### src/sv/drrip_ship_stream_bypass_replacement_defines.svh
// Assertion helpers shared by the replacement block.
`ifndef DRRIP_SHIP_STREAM_BYPASS_REPLACEMENT_DEFINES_SVH
`define DRRIP_SHIP_STREAM_BYPASS_REPLACEMENT_DEFINES_SVH

// Same-cycle implication, off while reset is held.
`define DRRIP_ASSERT_NOW(lbl, clk, rst_n, ante, cons, msg) \
    lbl: assert property (@(posedge clk) disable iff (!rst_n) (ante) |-> (cons)) \
        else $error(msg);

// Next-cycle implication, off while reset is held.
`define DRRIP_ASSERT_NEXT(lbl, clk, rst_n, ante, cons, msg) \
    lbl: assert property (@(posedge clk) disable iff (!rst_n) (ante) |=> (cons)) \
        else $error(msg);

`endif

### src/sv/drrip_pkg.sv
package drrip_pkg;

    localparam int ADDR_W   = 64;
    localparam int VICTIM_W = 4;
    localparam int MASK_W   = 16;

    localparam logic [0:0] CMD_VICTIM = 1'b0;
    localparam logic [0:0] CMD_UPDATE = 1'b1;

    localparam logic [1:0] AGE_MAX   = 2'd3;
    localparam logic [1:0] AGE_SRRIP = 2'd2;
    localparam logic [1:0] AGE_HOT   = 2'd0;
    localparam logic [1:0] CTR_MAX   = 2'd3;
    localparam logic [1:0] CTR_INIT  = 2'd1;
    localparam logic [1:0] CTR_WEAK  = 2'd1;

    typedef enum logic [1:0] {
        ST_CLEAR,
        ST_IDLE,
        ST_EXEC
    } t_state;

    typedef enum logic [1:0] {
        LEAD_FOLLOW,
        LEAD_SRRIP,
        LEAD_BRRIP
    } t_leader;

    typedef enum logic [1:0] {
        SEL_HOLD,
        SEL_INC,
        SEL_DEC
    } t_sel_op;

    typedef struct packed {
        logic    hist_we;
        t_sel_op sel_op;
    } t_calc_ctl;

    typedef struct packed {
        logic [0:0]        cmd;
        logic [10:0]       set_index;
        logic [3:0]        way;
        logic [MASK_W-1:0] valid_mask;
        logic [ADDR_W-1:0] address;
        logic [12:0]       pc;
        logic              hit;
        logic [4:0]        brrip_draw;
    } t_req;

    typedef struct packed {
        logic [VICTIM_W-1:0] victim_way;
        logic                stream_seen;
        logic                bypassed;
        logic [1:0]          inserted_age;
    } t_rsp;

endpackage

### src/sv/drrip_calc.sv
module drrip_calc
    import drrip_pkg::*;
#(
    parameter int WAYS     = 16,
    parameter int HIST_LEN = 4,
    localparam int WayW  = $clog2(WAYS),
    localparam int PtrW  = $clog2(HIST_LEN),
    localparam int MetaW = 4 * WAYS + PtrW,
    localparam int HistW = HIST_LEN * ADDR_W
) (
    input  t_req             i_req,
    input  logic [WayW-1:0]  i_way,
    input  t_leader          i_kind,
    input  logic             i_sel_high,
    input  logic [MetaW-1:0] i_meta,
    input  logic [HistW-1:0] i_hist,
    output logic [MetaW-1:0] o_meta,
    output logic [HistW-1:0] o_hist,
    output t_calc_ctl        o_ctl,
    output t_rsp             o_rsp
);

    logic [WAYS-1:0][1:0]              ages;
    logic [WAYS-1:0][1:0]              ctrs;
    logic [WAYS-1:0][1:0]              ages_aged;
    logic [WAYS-1:0][1:0]              ages_upd;
    logic [WAYS-1:0][1:0]              ctrs_upd;
    logic [PtrW-1:0]                   ptr;
    logic [PtrW-1:0]                   ptr_next;
    logic [HIST_LEN-1:0][ADDR_W-1:0]   hist_new;
    logic [ADDR_W-1:0]                 first_delta;
    logic                              same_all;
    logic                              wrap;
    logic                              stream;
    logic [WAYS+MASK_W-1:0]            mask_ext;
    logic [WAYS-1:0]                   way_free;
    logic                              any_free;
    logic                              max_hi;
    logic                              max_lo;
    logic [1:0]                        age_inc;
    logic [WayW-1:0]                   free_way;
    logic [WayW-1:0]                   aged_way;
    logic [1:0]                        ctr_old;
    logic [1:0]                        ctr_dec;
    logic [1:0]                        bim_age;
    logic [1:0]                        miss_age;
    logic                              bypass;

    assign {ptr, ctrs, ages} = i_meta;

    // victim: first empty way, else age the set until a way reaches max
    assign mask_ext = {{WAYS{1'b1}}, i_req.valid_mask};
    assign way_free = ~mask_ext[WAYS-1:0];
    assign any_free = |way_free;

    always_comb begin
        max_hi = 1'b0;
        max_lo = 1'b0;
        for (int w = 0; w < WAYS; w++) begin
            max_hi = max_hi | ages[w][1];
        end
        for (int w = 0; w < WAYS; w++) begin
            if (ages[w][1] == max_hi) begin
                max_lo = max_lo | ages[w][0];
            end
        end
        age_inc = AGE_MAX - {max_hi, max_lo};
        for (int w = 0; w < WAYS; w++) begin
            ages_aged[w] = ages[w] + age_inc;
        end
        free_way = '0;
        aged_way = '0;
        for (int w = WAYS - 1; w >= 0; w--) begin
            if (way_free[w]) begin
                free_way = WayW'(w);
            end
            if (ages_aged[w] == AGE_MAX) begin
                aged_way = WayW'(w);
            end
        end
    end

    // stream check runs once the history pointer wraps
    always_comb begin
        hist_new = i_hist;
        for (int i = 0; i < HIST_LEN; i++) begin
            if (ptr == PtrW'(i)) begin
                hist_new[i] = i_req.address;
            end
        end
        first_delta = hist_new[1] - hist_new[0];
        same_all    = 1'b1;
        for (int i = 2; i < HIST_LEN; i++) begin
            if ((hist_new[i] - hist_new[i-1]) != first_delta) begin
                same_all = 1'b0;
            end
        end
        wrap     = (ptr == PtrW'(HIST_LEN - 1));
        stream   = wrap & same_all;
        ptr_next = wrap ? '0 : ptr + 1'b1;
    end

    // insertion age for a miss fill
    always_comb begin
        ctr_old = ctrs[i_way];
        ctr_dec = (ctr_old != 2'd0) ? ctr_old - 2'd1 : 2'd0;
        bim_age = (i_req.brrip_draw == '0) ? AGE_SRRIP : AGE_MAX;
        case (i_kind)
            LEAD_SRRIP:  miss_age = AGE_SRRIP;
            LEAD_BRRIP:  miss_age = bim_age;
            default:     miss_age = i_sel_high ? AGE_SRRIP : bim_age;
        endcase
        if (ctr_dec > CTR_WEAK) begin
            miss_age = AGE_HOT;
        end
        bypass = stream && (ctr_dec <= CTR_WEAK);
    end

    always_comb begin
        o_meta   = i_meta;
        o_hist   = hist_new;
        o_ctl    = '{hist_we: 1'b0, sel_op: SEL_HOLD};
        o_rsp    = '0;
        ages_upd = ages;
        ctrs_upd = ctrs;
        case (i_req.cmd)
            CMD_VICTIM: begin
                o_rsp.victim_way = VICTIM_W'(any_free ? free_way : aged_way);
                if (!any_free) begin
                    o_meta = {ptr, ctrs, ages_aged};
                end
            end
            CMD_UPDATE: begin
                o_ctl.hist_we     = 1'b1;
                o_rsp.stream_seen = stream;
                if (i_req.hit) begin
                    ages_upd[i_way] = AGE_HOT;
                    ctrs_upd[i_way] = (ctr_old == CTR_MAX) ? CTR_MAX : ctr_old + 2'd1;
                end else begin
                    ctrs_upd[i_way] = CTR_INIT;
                    if (bypass) begin
                        ages_upd[i_way]    = AGE_MAX;
                        o_rsp.bypassed     = 1'b1;
                        o_rsp.inserted_age = AGE_MAX;
                    end else begin
                        ages_upd[i_way]    = miss_age;
                        o_rsp.inserted_age = miss_age;
                        case (i_kind)
                            LEAD_SRRIP: o_ctl.sel_op = SEL_DEC;
                            LEAD_BRRIP: o_ctl.sel_op = SEL_INC;
                            default:    o_ctl.sel_op = SEL_HOLD;
                        endcase
                    end
                end
                o_meta = {ptr_next, ctrs_upd, ages_upd};
            end
            default: begin
                o_meta = i_meta;
            end
        endcase
    end

endmodule

### config.mk
export PLATFORM = sky130hd
export DESIGN_NAME = drrip_calc
export DESIGN_NICKNAME = d
export VERILOG_FILES = /design/src/sv/drrip_ship_stream_bypass_replacement_defines.svh /design/src/sv/drrip_pkg.sv /design/src/sv/drrip_calc.sv
export SDC_FILE = /design/constraint.sdc
export NUM_CORES = 1
export LEC_CHECK = 0
export ABC_AREA = 0
export BUFFER_PORTS_ARGS = -buffer_cell sky130_fd_sc_hd__buf_2
export CAP_MARGIN = 15
export CORE_AREA = 4 4 301 303
export DETAILED_ROUTE_END_ITERATION = 10
export DIE_AREA = 0 0 305 307
export PLACE_DENSITY_LB_ADDON = 0.25
export SYNTH_ARGS = -nofsm -noshare
export SYNTH_HDL_FRONTEND = slang
export SYNTH_SLANG_ARGS = --single-unit
### constraint.sdc
create_clock -name vclk -period 14.1
set_clock_uncertainty 0.2 [all_clocks]
set_input_delay 2.82 -clock vclk [all_inputs]
set_output_delay 2.82 -clock vclk [all_outputs]
set_load 0.05 [all_outputs]
Word-level counts from Yosys, hierarchy flattened
Index checks and enable logic that the tools add are counted.

storage, ports and cells
  flip-flop bits (word level) = 0
  input bits = 444
  output and inout bits = 333
  logic and storage cells = 194

operators by class
  $add $sub $neg = 23
  order comparisons = 4
  equal/unequal tests = 40
  multiplexer cells = 82
  bitwise logic cells = 39
  reduce and logical (&&, ||, !) cells = 6

operators by type and width
  kind                count
  $mux 64             4
  $sub 64x64->64      3
  $mux 4              35
  $pmux 66 s2         1
  $mux 32             4
  $ne 64x64->1        2
  $bwmux 32           2
  $eq 2x2->1 const B  20
  $add 2x2->2         16
  $and 32x32->32      1
  $not 16->16         2
  $not 32->32         1
  $or 32x32->32       1
  $or 1x1->1          30
  $mux 1              21
  $mux 2              9
  $and 16x16->16      1
  $eq 1x1->1          16
  $or 16x16->16       1
  $reduce_or 16->1    1
  $bmux 2 s4          1
  $demux 2 s4         1
  $mux 3              2
  $logic_not 5->1     1
  other kinds (15)    18

Logic depth before layout (Yosys ltp)
Gate-level depths: netlist of run 1.

  depth in word-level cells = 68
  mapped depth = 24
  depth with buffers taken out = 20

Least setup slack after synthesis of run 1
Ideal clock, no wire load.

  path type = input -> output
  start point = input port i_meta[65]
  end point = output port o_meta[0]
  data arrival time = 9.413 ns
  data required time = 11.080 ns
  slack = 1.667 ns
  stages on the path = 21
  buffers on the path = 3
  cells stage by stage = inv_1 -> ha_1 -> clkbuf_1 -> clkbuf_1 -> mux2i_1 -> inv_1 -> ha_1 -> nand2b_1 -> a21oi_2 -> o2111ai_2 -> a41oi_2 -> a21o_1 -> a311oi_2 -> xnor3_1 -> or4b_4 -> nor4b_2 -> nand4_1 -> a2111o_1 -> o41a_1 -> buf_6 -> o31ai_1

between the ends
  longest elaborated chain between the ends = 11
  elaborated cells on any way between the ends = 20
  classes of those cells = add/sub: 3; eq/ne: 5; mux: 9; bitwise: 1; reduce/logical: 2

ends and longest elaborated chain
  element                            line                                text
  start, declared                    drrip_calc.sv:15                    input logic [MetaW-1:0] i_meta,
  $eq 2x1->1 *                       drrip_calc.sv:87                    if (ptr == PtrW'(i)) begin
  $mux 64 *                          drrip_calc.sv:87
  via o_hist[65]                     drrip_calc.sv:18                    output logic [HistW-1:0] o_hist,
  $sub 64x64->64 (on tied branches)  drrip_calc.sv:94, drrip_calc.sv:91
  $ne 64x64->1                       drrip_calc.sv:94                    if ((hist_new[i] - hist_new[i-1]) != first_delta) begin
  $mux 1                             drrip_calc.sv:94
  $mux 1 *                           drrip_calc.sv:94
  $and 1x1->1 *                      drrip_calc.sv:99                    stream = wrap & same_all;
  $logic_and 1x1->1 *                drrip_calc.sv:116                   bypass = stream && (ctr_dec <= CTR_WEAK);
  $mux 32 *                          drrip_calc.sv:141                   if (bypass) begin
  $mux 32 *                          drrip_calc.sv:136                   if (i_req.hit) begin
  $pmux 66 s2 *                      drrip_calc.sv:126                   case (i_req.cmd)
  end, declared                      drrip_calc.sv:17                    output logic [MetaW-1:0] o_meta,

The timed path passes the listed nets; every way through them passes the cells marked *.

Final worst setup path of run 1
  start point = input port i_meta[65]
  end point = output port o_meta[10]

between the ends
  longest elaborated chain between the ends = 11
  elaborated cells on any way between the ends = 20
  classes of those cells = add/sub: 3; eq/ne: 5; mux: 9; bitwise: 1; reduce/logical: 2

ends and longest elaborated chain
  element                                   line
  $eq 2x2->1, or another cell as far along  drrip_calc.sv:87
  $mux 64                                   drrip_calc.sv:87
  $sub 64x64->64 (on tied branches)         drrip_calc.sv:94, drrip_calc.sv:91
  $ne 64x64->1                              drrip_calc.sv:94
  $mux 1 (2 in series)                      drrip_calc.sv:94
  $and 1x1->1 *                             drrip_calc.sv:99
  $logic_and 1x1->1 *                       drrip_calc.sv:116
  $mux 32 *                                 drrip_calc.sv:141
  $mux 32 *                                 drrip_calc.sv:136
  $pmux 66 s2 *                             drrip_calc.sv:126

Every way passes the cells marked *; elsewhere a longest branch is shown, timed or not.

==> summary.txt, run 1 <==
Drt
  – Met1 wire length: 53900 um
  – Drt first pass iters: 8
  – DRT Wirelength: approximately 130000 um
  – Post-route ant nets: 0
  – # DRC: 0
  – Vias: ~27000
  – DR vias/cell: around 5.5
  – Metal2 WL: just under 60000 um
  – Wire length per cell: between 20 and 30 um
  – Met3 WL: between 9000 and 10000 um
  – Top layer in use: met5
  – Starting DRT DRC Count: 2508

Layout
  – FF+latch area: 0 sq um
  – Layout area overhead: 24.8%
  – Fin util: 0.291
  – Share of post-route cells with drive strength above 1: 0.260
  – Design area: 25600 sq um
  – Clock buffers: 0
  – Seq Cell Count: 0
  – Layout Nets: approximately 4400

Outcome
  – Status: finished clean

Logic synthesis
  – Yosys cell types: 88
  – Seq/Total Area, Yosys: 0
  – Simple-gate share of the synthesized area: 0.214
  – Yosys warning total: 0
  – Mux share of post-synthesis cell area: 0.182
  – Compound-Gate Fraction of Synth Area: 0.308
  – Post-synthesis xor/xnor area fraction: 0.0940
  – Syn_nets: roughly 3700
  – Syn Std Cell Area: just over 20000 sq um
  – Largest family of logic cells by synthesized area: compound AO/OA/AOI/OAI gates
  – Post-synthesis adder-cell area fraction: 0.132
  – Mean post-synth cell area: 6.76 sq um
  – Cells after Synth: about 3000

Timing
  – Worst slew pin tran: about 1.1 ns
  – Final Hold Fails: 0
  – Maximum clock rate: between 70 and 80 MHz
  – Setup_tns: 0 ns
  – Final Setup Violations: 0
  – Final period utilization: 0.944
  – Slew headroom: 0.278
  – RSZ-0062 raised after global routing: no
  – Final worst path period need: between 10 and 15 ns
  – Slew Limit Fails: 0

Global route
  – Antenna violations before repair: 28
  – Gr ovfl total: 0
  – Largest net degree at the start of global routing: between 90 and 100
  – First-pass GRT wire length: ~180000 um
  – GRT Util Overall: 0.251
  – Vias in the first global route: approximately 26000

Place
  – Placer Congestion: between 0.9 and 1
  – Number of port buffers: between 700 and 800
  – Area of placed instances: around 26000 sq um
  – DP HPWL: roughly 110000 um

Hold path
  – Worst hold path endpoint: o_rsp[4]
  – Hold Crit Depth: 4
  – Min-delay src: i_req[83]
  – Min-Delay Path Class: in -> out

Power
  – P per Cell Area: between 70 and 80 nW/um^2
  – Total power: around 2000 uW
  – Peak supply drop: between 20 and 30 uV
  – Total leakage power: 0.0117 uW

Worst setup path
  – Startpoint types: input pin
  – Largest fanout on the critical path: 22
  – CP Capture Type: output port
  – CP Class: in -> out
  – CP Data Arrival Time: 10.29 ns
  – Worst Path Required: roughly 11 ns

Clock network
  – # hold bufs at CTS: 0
  – Post-CTS Resized: 0
  – Post-CTS setup buffers: 0

Die
  – # IOs: about 780
  – Die Y: slightly above 300 um
  – Core area: between 80000 and 90000 sq um
  – Die W: between 300 and 400 um
  – Total die area: ~94000 sq um
  – Site Rows: 109
  – Starting Density: 0.233

Run
  – Max Cap Viol: 0
-- through the flow --
stage          hold WS [ns]  worst slack (ns)  instances
2_1_floorplan          5.61              1.67       3037
3_3_place_gp           5.86             0.892       4858
3_5_place_dp           5.86             0.949       4858
4_1_cts                5.86             0.908       4858
5_1_grt                5.90             0.422       4863
6_report               5.86             0.788       4872
-- cell type report --
type	instances	area (sq um)
tap	1165	1460
timing repair buffer	783	4040
fill	9989	62300
multi-input combinational	2661	19200
antenna	14	35.0
inverter	249	935
-- metal layers --
metal	vias up	GRT usage
met3	173	0.0384
li1	12600	-
met2	1147	0.430
met5	-	0
met4	12	0.0754
met1	12900	0.324
-- cell usage after synthesis, drive strengths merged, types with 10 or more instances --
cell,number,area (sq um)
a21oi,296,1510
mux4,10,225
and3,21,131
nand3,60,300
a2111oi,11,104
a31oi,31,194
mux2,114,1280
o21bai,26,195
nor2,208,781
o22a,18,158
and2,25,156
a211oi,32,240
nor4,29,181
a21o,64,480
nor2b,22,138
nor3,72,365
o21a,43,323
o2111ai,10,93.8
a211o,11,96.3
xnor2,119,1040
o211ai,36,270
or3,20,125
a221oi,13,114
o22ai,21,131
mux2i,222,2220
buf,24,128
or2,10,62.6
o21ai,241,1210
a21boi,25,188
o31ai,33,385
inv,249,935
nand4,78,488
ha,211,2640
xor2,70,613
clkbuf,103,387
nand2,311,1170
nand2b,29,181
-- cell families after synthesis --
logic type,count (synthesis)
buffers and inverters,376
adder cells (fa/ha/maj),214
AO/OA/AOI/OAI,978
XOR/XNOR,201
multiplexers,346
AND/OR/NAND/NOR,922
-- where the power goes --
group          switching [uW]  leakage [uW]  internal [uW]
logic                    1360        0.0117            658
registers                   0             0              0
clock network               0  0.0000000887       0.000105
total                    1360        0.0117            658
-- worst max-delay path, cell delays in order --
cell and delay (ns):
buf_2 0.14, inv_1 0.16, ha_4 0.54, mux2i_1 0.31, inv_1 0.08, ha_1 0.21, inv_1 0.07, fa_1 0.23
a211oi_1 0.09, buf_4 0.16, o21ai_0 0.48, nand3_1 0.28, a211oi_1 0.82, nor2_1 0.26, o31ai_1 0.68, a31oi_1 0.21
xnor3_1 0.27, nor4bb_1 0.30, buf_4 0.17, nand4_1 0.10, a2111o_1 0.32, o41a_1 0.67, buf_4 0.31, o31ai_1 0.19
buf_2 0.30
-- placed cells by master, fill, tap and decap left out, types with 10 or more instances in the layout --
cell,count
nand3_1,60
a211oi_1,32
inv_1,249
o21bai_1,26
mux2_2,114
diode_2,14
nor3_1,70
mux4_2,10
a31oi_1,31
or3_1,20
nand4_1,78
and3_1,21
nor2_1,207
or2_2,10
o21ai_0,235
nand2b_1,29
a21o_1,64
a221oi_1,13
nand2_1,309
xnor2_1,119
xor2_1,70
nor4_1,28
and2_1,24
a21oi_1,289
a21boi_0,24
o31ai_1,23
mux2i_1,222
buf_2,749
nor2b_1,22
o31ai_4,10
o22a_1,18
o22ai_1,21
ha_1,207
o21a_1,43
o211ai_1,36
buf_4,31
a211o_1,11
-- worst max path at each step --
stage | startpoint | endpoint | slack [ns]
after detailed placement | i_meta[65] | o_meta[6] | 0.95
final | i_meta[65] | o_meta[10] | 0.79
after global routing | i_meta[65] | o_meta[0] | 0.42
after CTS | i_meta[65] | o_meta[6] | 0.91
after floorplan | i_meta[65] | o_meta[0] | 1.67
after global placement | i_meta[65] | o_meta[2] | 0.89
No activity file was read; power rests on OpenSTA's default activity.
==> run 2, diff against run 1 <==
--- a/config.mk
+++ b/config.mk
@@ -5,12 +5,12 @@
 export SDC_FILE = /design/constraint.sdc
 export NUM_CORES = 1
 export LEC_CHECK = 0
-export ABC_AREA = 0
+export ABC_AREA = 1
 export BUFFER_PORTS_ARGS = -buffer_cell sky130_fd_sc_hd__buf_2
 export CAP_MARGIN = 15
-export CORE_AREA = 4 4 301 303
+export CORE_AREA = 2 2 299 301
 export DETAILED_ROUTE_END_ITERATION = 10
-export DIE_AREA = 0 0 305 307
+export DIE_AREA = 0 0 301 303
 export PLACE_DENSITY_LB_ADDON = 0.25
 export SYNTH_ARGS = -nofsm -noshare
 export SYNTH_HDL_FRONTEND = slang
==> summary.txt, run 2 <==
Place
  – Area of placed instances: 32500 sq um (was 25600 sq um)
  – DP HPWL: 151000 um (was 114000 um)
  – Placer Congestion: 1.07 (was 0.972)
  – Number of port buffers: 749 (unchanged)
  – Placement Setup Slack: 2.06 ns (was 0.949 ns)

Drt
  – # DRC: 0 (unchanged)
  – Wire length per cell: 21.5 um (was 26.1 um)
  – Vias: 40100 (was 26800)
  – Post-route ant nets: 0 (unchanged)
  – Drt first pass iters: 7 (was 8)
  – Starting DRT DRC Count: 4291 (was 2508)
  – DRT Wirelength: 168000 um (was 127000 um)
  – DR vias/cell: 5.12 (was 5.50)

Worst setup path
  – CP max stage delay: 0.54 ns (was 0.82 ns)
  – CP Class: in -> out (unchanged)
  – Startpoint types: input pin (unchanged)
  – Crit path max-delay family: simple AND/OR/NAND/NOR gates (was compound AO/OA/AOI/OAI gates)
  – Buf/Inv on CP: 5 (was 8)
  – CP Data Arrival Time: 9.27 ns (was 10.29 ns)
  – Most frequent CP cell: nand2_1
  – Worst Path Required: 11.08 ns (about the same)
  – CP Capture Type: output port (unchanged)
  – Largest fanout on the critical path: 51 (was 22)
  – Slowest CP cell: ha_1 (was a211oi_1)

Logic synthesis
  – Syn Std Cell Area: 27500 sq um (was 20500 sq um)
  – Leading area contributor after synthesis: nand2_1 (was ha_1)
  – Mean post-synth cell area: 4.60 sq um (was 6.76 sq um)
  – Seq/Total Area, Yosys: 0 (unchanged)
  – Yosys warning total: 0 (unchanged)
  – Synth cell count leaders: nand2_1, inv_1, nor2_1 (was nand2_1, a21oi_1, inv_1)
  – Top-count cell post-synth: nand2_1 (unchanged)
  – Yosys cell types: 54 (was 88)
  – Syn_nets: 6636 (was 3695)
  – Area contributors post-synth: nand2_1, inv_1, ha_1, o21ai_0, nor2_1 (was ha_1, mux2i_1, a21oi_1, mux2_2, o21ai_0)
  – Synth top area share: 0.345 (was 0.129)
  – Cells after Synth: 5978 (was 3037)

Layout
  – Design area: 32600 sq um (was 25600 sq um)
  – Clock buffers: 0 (unchanged)
  – Share of post-route cells with drive strength above 1: 0.134 (was 0.260)
  – Layout area overhead: 18.4% (was 24.8%)
  – FF+latch area: 0 sq um (unchanged)
  – Most frequent cells in the layout: nand2_1, inv_1, buf_2 (was buf_2, nand2_1, a21oi_1)
  – Commonest non-fill, non-tap cell in the layout: nand2_1 (was buf_2)
  – Seq Cell Count: 0 (unchanged)
  – Layout Nets: 7321 (was 4353)

Clock network
  – # hold bufs at CTS: 0 (unchanged)
  – Post-CTS setup buffers: 0 (unchanged)
  – Post-CTS Resized: 0 (unchanged)

Die
  – Starting Density: 0.312 (was 0.233)
  – Total die area: 91200 sq um (was 93600 sq um)
  – Die Y: 303 um (was 307 um)
  – # IOs: 777 (unchanged)
  – Core area: 88000 sq um (unchanged)
  – Site Rows: 109 (unchanged)
  – Die W: 301 um (was 305 um)

Global route
  – First-pass GRT wire length: 231000 um (was 176000 um)
  – Vias in the first global route: 35500 (was 26000)
  – Gr ovfl total: 0 (unchanged)
  – Largest net degree at the start of global routing: 85 (was 92)
  – GRT Util Overall: 0.346 (was 0.251)
  – Antenna violations before repair: 10 (was 28)

Timing
  – Setup_tns: 0 ns (unchanged)
  – Maximum clock rate: 81.4 MHz (was 75.1 MHz)
  – RSZ-0062 raised after global routing: no (unchanged)
  – Final worst path period need: 12.29 ns (was 13.31 ns)
  – Final Setup Violations: 0 (unchanged)
  – Fin worst setup slack: 1.81 ns (was 0.788 ns)
  – Final period utilization: 0.871 (was 0.944)
  – Slew Limit Fails: 0 (unchanged)
  – Final Hold Fails: 0 (unchanged)
  – Slew headroom: 0.102 (was 0.278)
  – Worst slew pin tran: 1.33 ns (was 1.07 ns)
  – Hold Slack: 5.88 ns (was 5.86 ns)

Hold path
  – Min-Delay Path Class: in -> out (unchanged)

Run
  – Max Cap Viol: 0 (unchanged)

Outcome
  – Status: finished clean (unchanged)
==> run 2: final timing paths <==
| path | from | endpoint | depth (start not counted) |
|---|---|---|---|
| worst min-delay path | i_meta[63] | o_meta[63] | 4 |
| worst max-delay path | i_meta[65] | o_meta[6] | 30 |
==> run 2: layer usage <==
layer | GRT usage | vias up | routed length (um) | part of all wire
li1 | - | 19600 | - | -
met1 | 0.479 | 18300 | 73900 | 0.44
met2 | 0.555 | 1912 | 72600 | 0.43
met3 | 0.0320 | 285 | 13900 | 0.083
met4 | 0.127 | 0 | 7550 | 0.045
met5 | 0 | - | 0 | 0
==> run 2: tightest hold or removal path, cell delays in order <==
cell	delay [ns]
buf_2	0.09
inv_1	0.06
o22ai_1	0.08
buf_2	0.21
==> run 2: stage by stage <==
step | util | cells
floorplan | - | 5978
global placement | 0.370 | 7825
CTS | 0.370 | 7825
global route | 0.370 | 7828
finish | 0.370 | 7830
detailed placement | 0.370 | 7825
==> run 2: area by class of cell <==
class | count | area (sq um)
antenna | 4 | 10.0
inverter | 1280 | 4810
tap | 1165 | 1460
timing repair buffer | 763 | 3870
multi-input combinational | 4618 | 22400
fill | 10600 | 55400
==> run 2: cells by family after synthesis <==
kind of cell | after synthesis | share of synthesized area
compound gates | 700 | 0.138
xor+xnor | 166 | 0.0537
buf+inv | 1360 | 0.186
mux | 3 | 0.00123
simple gates | 3535 | 0.523
fa+ha+maj | 214 | 0.0982
